### src/hdl/sacc_pkg.sv
// Shared types and constants of the set-associative cache tag controller.
// Used by the controller, the datapath and the top level; depends on nothing.
package sacc_pkg;

  // Default geometry.
  localparam int NUM_SETS_DEF    = 64;
  localparam int WAYS_DEF        = 4;
  localparam int BLOCK_BYTES_DEF = 32;

  // Access kinds.
  localparam logic [1:0] KIND_READ  = 2'd0;
  localparam logic [1:0] KIND_WRITE = 2'd1;
  localparam logic [1:0] KIND_FLUSH = 2'd2;
  localparam logic [1:0] KIND_PROBE = 2'd3;

  // Replacement policies; the unused code behaves as LRU.
  localparam logic [1:0] POL_LRU    = 2'd0;
  localparam logic [1:0] POL_FIFO   = 2'd1;
  localparam logic [1:0] POL_RANDOM = 2'd2;

  // Configuration register indexes.
  localparam logic REG_POLICY = 1'b0;
  localparam logic REG_WTHRU  = 1'b1;

  // Galois LFSR.
  localparam logic [15:0] LFSR_SEED = 16'h0001;
  localparam logic [15:0] LFSR_TAPS = 16'hB400;

  // Commands from the controller to the datapath.
  typedef struct packed {
    logic clear;   // write one reset row in the clearing pass
    logic load;    // take the input word and read its set
    logic finish;  // update the set and load the result register
  } cmd_t;

  // Status from the datapath to the controller.
  typedef struct packed {
    logic clear_last;  // clearing pass is at the last set
    logic out_busy;    // result register holds a word that is stalled
  } sts_t;

endpackage

### src/hdl/sacc_ctrl.sv
// Controller state machine of the cache tag controller.
// Depends on sacc_pkg for the command and status structs.
module sacc_ctrl (
  input  logic          clk,
  input  logic          rst,
  input  logic          in_valid,
  output logic          in_stall,
  input  sacc_pkg::sts_t sts,
  output sacc_pkg::cmd_t cmd
);

  typedef enum logic [2:0] {
    ST_CLEAR = 3'b001,
    ST_IDLE  = 3'b010,
    ST_LOOK  = 3'b100
  } state_t;

  state_t state, state_next;

  // Next state.
  always_comb begin
    state_next = state;
    unique case (state)
      ST_CLEAR: if (sts.clear_last) state_next = ST_IDLE;
      ST_IDLE:  if (in_valid) state_next = ST_LOOK;
      ST_LOOK:  if (!sts.out_busy) state_next = ST_IDLE;
      default:  state_next = ST_CLEAR;
    endcase
  end

  always_ff @(posedge clk) begin
    if (rst) state <= ST_CLEAR;
    else     state <= state_next;
  end

  // Commands and the input stall.
  assign in_stall   = (state != ST_IDLE);
  assign cmd.clear  = (state == ST_CLEAR);
  assign cmd.load   = (state == ST_IDLE) && in_valid;
  assign cmd.finish = (state == ST_LOOK) && !sts.out_busy;

endmodule

### config.mk
export PLATFORM = sky130hd
export DESIGN_NAME = sacc_ctrl
export DESIGN_NICKNAME = d
export VERILOG_FILES = /design/src/hdl/sacc_pkg.sv /design/src/hdl/sacc_ctrl.sv
export SDC_FILE = /design/constraint.sdc
export NUM_CORES = 1
export LEC_CHECK = 0
export BUFFER_PORTS_ARGS = -buffer_cell sky130_fd_sc_hd__buf_4
export CORE_AREA = 10 10 47 49
export DETAILED_ROUTE_END_ITERATION = 8
export DIE_AREA = 0 0 57 59
export SLEW_MARGIN = 20
export SYNTH_ARGS = -nofsm -noshare
export SYNTH_HDL_FRONTEND = slang
export SYNTH_SLANG_ARGS = --single-unit
### constraint.sdc
create_clock -name clk -period 2.9 [get_ports clk]
set_input_delay 0.145 -clock clk [delete_from_list [all_inputs] [get_ports clk]]
set_output_delay 0.145 -clock clk [all_outputs]
set_load 0.02 [all_outputs]
==> report_table.html <==
<table>
<tr><th>Metric</th><th>Value</th></tr>
<tr><th colspan="2">Run status</th></tr>
<tr><td>Outcome</td><td>complete, no violations</td></tr>
<tr><th colspan="2">Flow run</th></tr>
<tr><td>Total of max-cap violations</td><td>0</td></tr>
<tr><th colspan="2">Worst setup path</th></tr>
<tr><td>Data required time at the worst endpoint</td><td>2760 ps</td></tr>
<tr><td>Largest driver fanout on the critical path</td><td>9</td></tr>
<tr><td>Crit path launch type</td><td>flop</td></tr>
<tr><td>Worst flop-to-flop path endpoint</td><td>state[1]</td></tr>
<tr><td>Crit end category</td><td>output port</td></tr>
<tr><td>R2R depth</td><td>2</td></tr>
<tr><td>Kind of critical path</td><td>flop to output port</td></tr>
<tr><td>Launch point of the worst reg-to-reg path</td><td>state[0]</td></tr>
<tr><td>Worst Path Arrival</td><td>1250 ps</td></tr>
<tr><td>R2r setup slk</td><td>1650 ps</td></tr>
<tr><th colspan="2">Route</th></tr>
<tr><td>Final ANT Viol Nets</td><td>0</td></tr>
<tr><td>Detailed-routing iteration count for the pre-antenna-repair pass</td><td>2</td></tr>
<tr><td>Routed len/inst</td><td>11.8 um</td></tr>
<tr><td>Routed wire length</td><td>545 um</td></tr>
<tr><td>DR DRC count</td><td>0</td></tr>
<tr><td>Number of DRC markers in iteration 0</td><td>1</td></tr>
<tr><td>Via-per-instance ratio</td><td>4.15</td></tr>
<tr><td>Vias</td><td>191</td></tr>
<tr><th colspan="2">Pwr</th></tr>
<tr><td>Total power consumption of the routed design</td><td>190 uW</td></tr>
<tr><td>Static leakage</td><td>0.000114 uW</td></tr>
<tr><td>PwrDens</td><td>666 mW/mm^2</td></tr>
<tr><td>Worst supply voltage drop on vdd</td><td>0.133 mV</td></tr>
<tr><th colspan="2">Finish</th></tr>
<tr><td>Number of standard cells in the layout, taps in and fillers out</td><td>46</td></tr>
<tr><td>Number of filler cells placed in the layout</td><td>169</td></tr>
<tr><td>Registers with the most flip-flops</td><td>state: 3 flops</td></tr>
<tr><td>Max reg flops</td><td>3</td></tr>
<tr><td>Antenna diodes</td><td>0</td></tr>
<tr><td>Number of nets in the finished design</td><td>36</td></tr>
<tr><td>Fin area</td><td>285 um^2</td></tr>
<tr><td>Area added between synthesis and finish</td><td>38.2%</td></tr>
<tr><td>Largest Register</td><td>state</td></tr>
<tr><td>Share of layout cells above drive strength 1</td><td>46.7%</td></tr>
<tr><th colspan="2">Min path</th></tr>
<tr><td>Hold Path Class</td><td>input pin to flop</td></tr>
<tr><td>Launch point of the worst hold path</td><td>rst</td></tr>
<tr><td>Hold path endpoint</td><td>state[2]</td></tr>
<tr><td>Worst Hold Path Cells</td><td>2</td></tr>
<tr><th colspan="2">Synthesis</th></tr>
<tr><td>Most area-hungry cell type in the Yosys netlist</td><td>sky130_fd_sc_hd__dfxtp_1</td></tr>
<tr><td>Seq cells post-synth</td><td>3</td></tr>
<tr><td>Most frequent cells after synthesis</td><td>sky130_fd_sc_hd__dfxtp_1, sky130_fd_sc_hd__buf_6, sky130_fd_sc_hd__nand3b_1</td></tr>
<tr><td>Main flop type after synthesis</td><td>sky130_fd_sc_hd__dfxtp_1</td></tr>
<tr><td>Most numerous cell in the Yosys netlist</td><td>sky130_fd_sc_hd__dfxtp_1</td></tr>
<tr><td>Share of flip-flops with an asynchronous set or reset</td><td>0%</td></tr>
<tr><td>Post-synth EDFFs</td><td>0</td></tr>
<tr><td>Syn Nets</td><td>26</td></tr>
<tr><td>Area share of the leading cell type in the synthesized netlist</td><td>29.1%</td></tr>
<tr><td>Top area cells in the synthesized netlist</td><td>sky130_fd_sc_hd__dfxtp_1, sky130_fd_sc_hd__buf_6, sky130_fd_sc_hd__nand3b_1</td></tr>
<tr><td>Mean cell area of the mapped netlist</td><td>9.83 um^2</td></tr>
<tr><td>Total standard cell area after synthesis</td><td>206 um^2</td></tr>
<tr><td>Number of distinct library cells after synthesis</td><td>17</td></tr>
<tr><td>Yosys Warn Count</td><td>0</td></tr>
<tr><td>Seq/Total Area, Yosys</td><td>29.1%</td></tr>
<tr><td>Gate Count Post-Synth</td><td>21</td></tr>
<tr><th colspan="2">GRT</th></tr>
<tr><td>All-layer global routing usage</td><td>3.45%</td></tr>
<tr><td>GR Overflow Total</td><td>0</td></tr>
<tr><td>Initial antenna violation count</td><td>0</td></tr>
<tr><td>Maximum number of pins on one net before global-route repair</td><td>11</td></tr>
<tr><td>Wire length of the first global-routing pass</td><td>917 um</td></tr>
<tr><td>Vias in the first global route</td><td>230</td></tr>
<tr><th colspan="2">Placement</th></tr>
<tr><td>Final Wtd Congestion</td><td>0.648</td></tr>
<tr><td>Placement Cell Area</td><td>259 um^2</td></tr>
<tr><td>DP Worst Slack</td><td>1660 ps</td></tr>
<tr><td>Port bufs</td><td>8</td></tr>
<tr><td>Number of placed instances with taps included</td><td>42</td></tr>
<tr><td>Post-DP HPWL</td><td>415 um</td></tr>
<tr><th colspan="2">Clock tree</th></tr>
<tr><td>Post-CTS setup buffers</td><td>0</td></tr>
<tr><td>Library cell used as clock root buffer</td><td>sky130_fd_sc_hd__clkbuf_4</td></tr>
<tr><td>Worst-Skew Late Latency</td><td>230 ps</td></tr>
<tr><td>Number of buffers inserted for hold repair after clock tree synthesis</td><td>0</td></tr>
<tr><td>Number of buffers created by CTS</td><td>3</td></tr>
<tr><td>Post-CTS sizing</td><td>0</td></tr>
<tr><td>CTS Buffer Depth</td><td>2</td></tr>
<tr><td>CTS HTree Levels</td><td>1</td></tr>
<tr><td>Total clock sinks</td><td>3</td></tr>
<tr><td>Clock transition at path regs</td><td>40 ps</td></tr>
<tr><td>Clock tree from TritonCTS</td><td>built</td></tr>
<tr><th colspan="2">Timing</th></tr>
<tr><td>Final critical-path required period</td><td>1400 ps</td></tr>
<tr><td>Final worst-path setup slack</td><td>1500 ps</td></tr>
<tr><td>Number of setup violations in the final report</td><td>0</td></tr>
<tr><td>Unrepaired setup endpoints after global routing</td><td>false</td></tr>
<tr><td>Slew margin rel.</td><td>79.1%</td></tr>
<tr><td>Sum of negative setup slack</td><td>0 ps</td></tr>
<tr><td>Final worst clock skew</td><td>4.19 ps</td></tr>
<tr><td>Transition at the pin with the smallest max-transition slack</td><td>314 ps</td></tr>
<tr><td>Upper clock frequency limit</td><td>715 MHz</td></tr>
<tr><td>Final cycle utilization of the critical path</td><td>48.3%</td></tr>
<tr><td>Max-slew violation total from the final report</td><td>0</td></tr>
<tr><td>Endpoints failing hold</td><td>0</td></tr>
<tr><th colspan="2">Floorplan</th></tr>
<tr><td>Area of the core</td><td>0.00140 mm^2</td></tr>
<tr><td>Die Y-Extent</td><td>59 um</td></tr>
<tr><td>Top-level I/O count</td><td>9</td></tr>
<tr><td>Full die area</td><td>0.00336 mm^2</td></tr>
<tr><td># rows</td><td>14</td></tr>
<tr><td>Die span in x</td><td>57 um</td></tr>
<tr><td>Effective utilization at floorplan</td><td>14.7%</td></tr>
</table>
-- critical path, cell delays in order (launching register included) --
cell and delay, ps:
sky130_fd_sc_hd__dfxtp_1 480, sky130_fd_sc_hd__nor4b_2 340, sky130_fd_sc_hd__buf_4 210
-- power breakdown --
part / leakage (uW) / switching (uW) / internal, uW
registers: 0.0000247 / 16.2 / 48.4
logic: 0.0000746 / 23.1 / 29.4
clock network: 0.0000150 / 21.4 / 51.6
total: 0.000114 / 60.8 / 129
-- per-layer routing --
metal  GRT usage (%)  vias up  part of all wire, %
li1                -       95                    -
met1            3.29       88                   47
met2            5.58        8                   50
met3           0.858        0                  3.5
met4            4.03        0                    0
met5               0        -                    0
-- cells by family after synthesis --
| logic type | count (synthesis) | synth area share [%] |
|---|---|---|
| AND/OR/NAND/NOR | 9 | 36.4 |
| AO/OA/AOI/OAI | 4 | 15.2 |
| buffers and inverters | 4 | 15.1 |
| flip-flops | 3 | 29.1 |
| XOR/XNOR | 1 | 4.24 |
-- how the worst max path moves through the flow --
stage                     slack (ps)  endpoint  cells after the start  startpoint
after floorplan                 1550  state[1]                      3    state[0]
after CTS                       1490    cmd[0]                      2    state[2]
final                           1500    cmd[0]                      2    state[2]
after global placement          1680  state[1]                      2    state[0]
after detailed placement        1660  state[1]                      2    state[0]
after global routing            1440    cmd[0]                      2    state[2]
-- per-stage QoR --
stage	utilization [%]	hold slack (ps)
6_report	20.4	77.3
5_1_grt	20.4	82.4
4_1_cts	20.4	71.6
3_5_place_dp	18.5	322
3_3_place_gp	18.5	322
2_1_floorplan	-	218
-- area by class of cell --
type | instances | area [um^2] | share of cell area (%)
flip-flops and latches | 3 | 60.1 | 21.1
well taps | 16 | 20.0 | 7.02
clock buffers | 4 | 26.3 | 9.21
inverters | 1 | 3.75 | 1.32
repair buffers | 8 | 60.1 | 21.1
multi-input cells | 14 | 115 | 40.4
-- cell usage in the layout (no fill, tap or decap), types with 2 or more instances in the layout --
| cell type | instances |
|---|---|
| sky130_fd_sc_hd__nand3b_1 | 2 |
| sky130_fd_sc_hd__buf_4 | 8 |
| sky130_fd_sc_hd__dfxtp_1 | 3 |
| sky130_fd_sc_hd__clkbuf_4 | 3 |
Power figures use the tool's default switching activity.
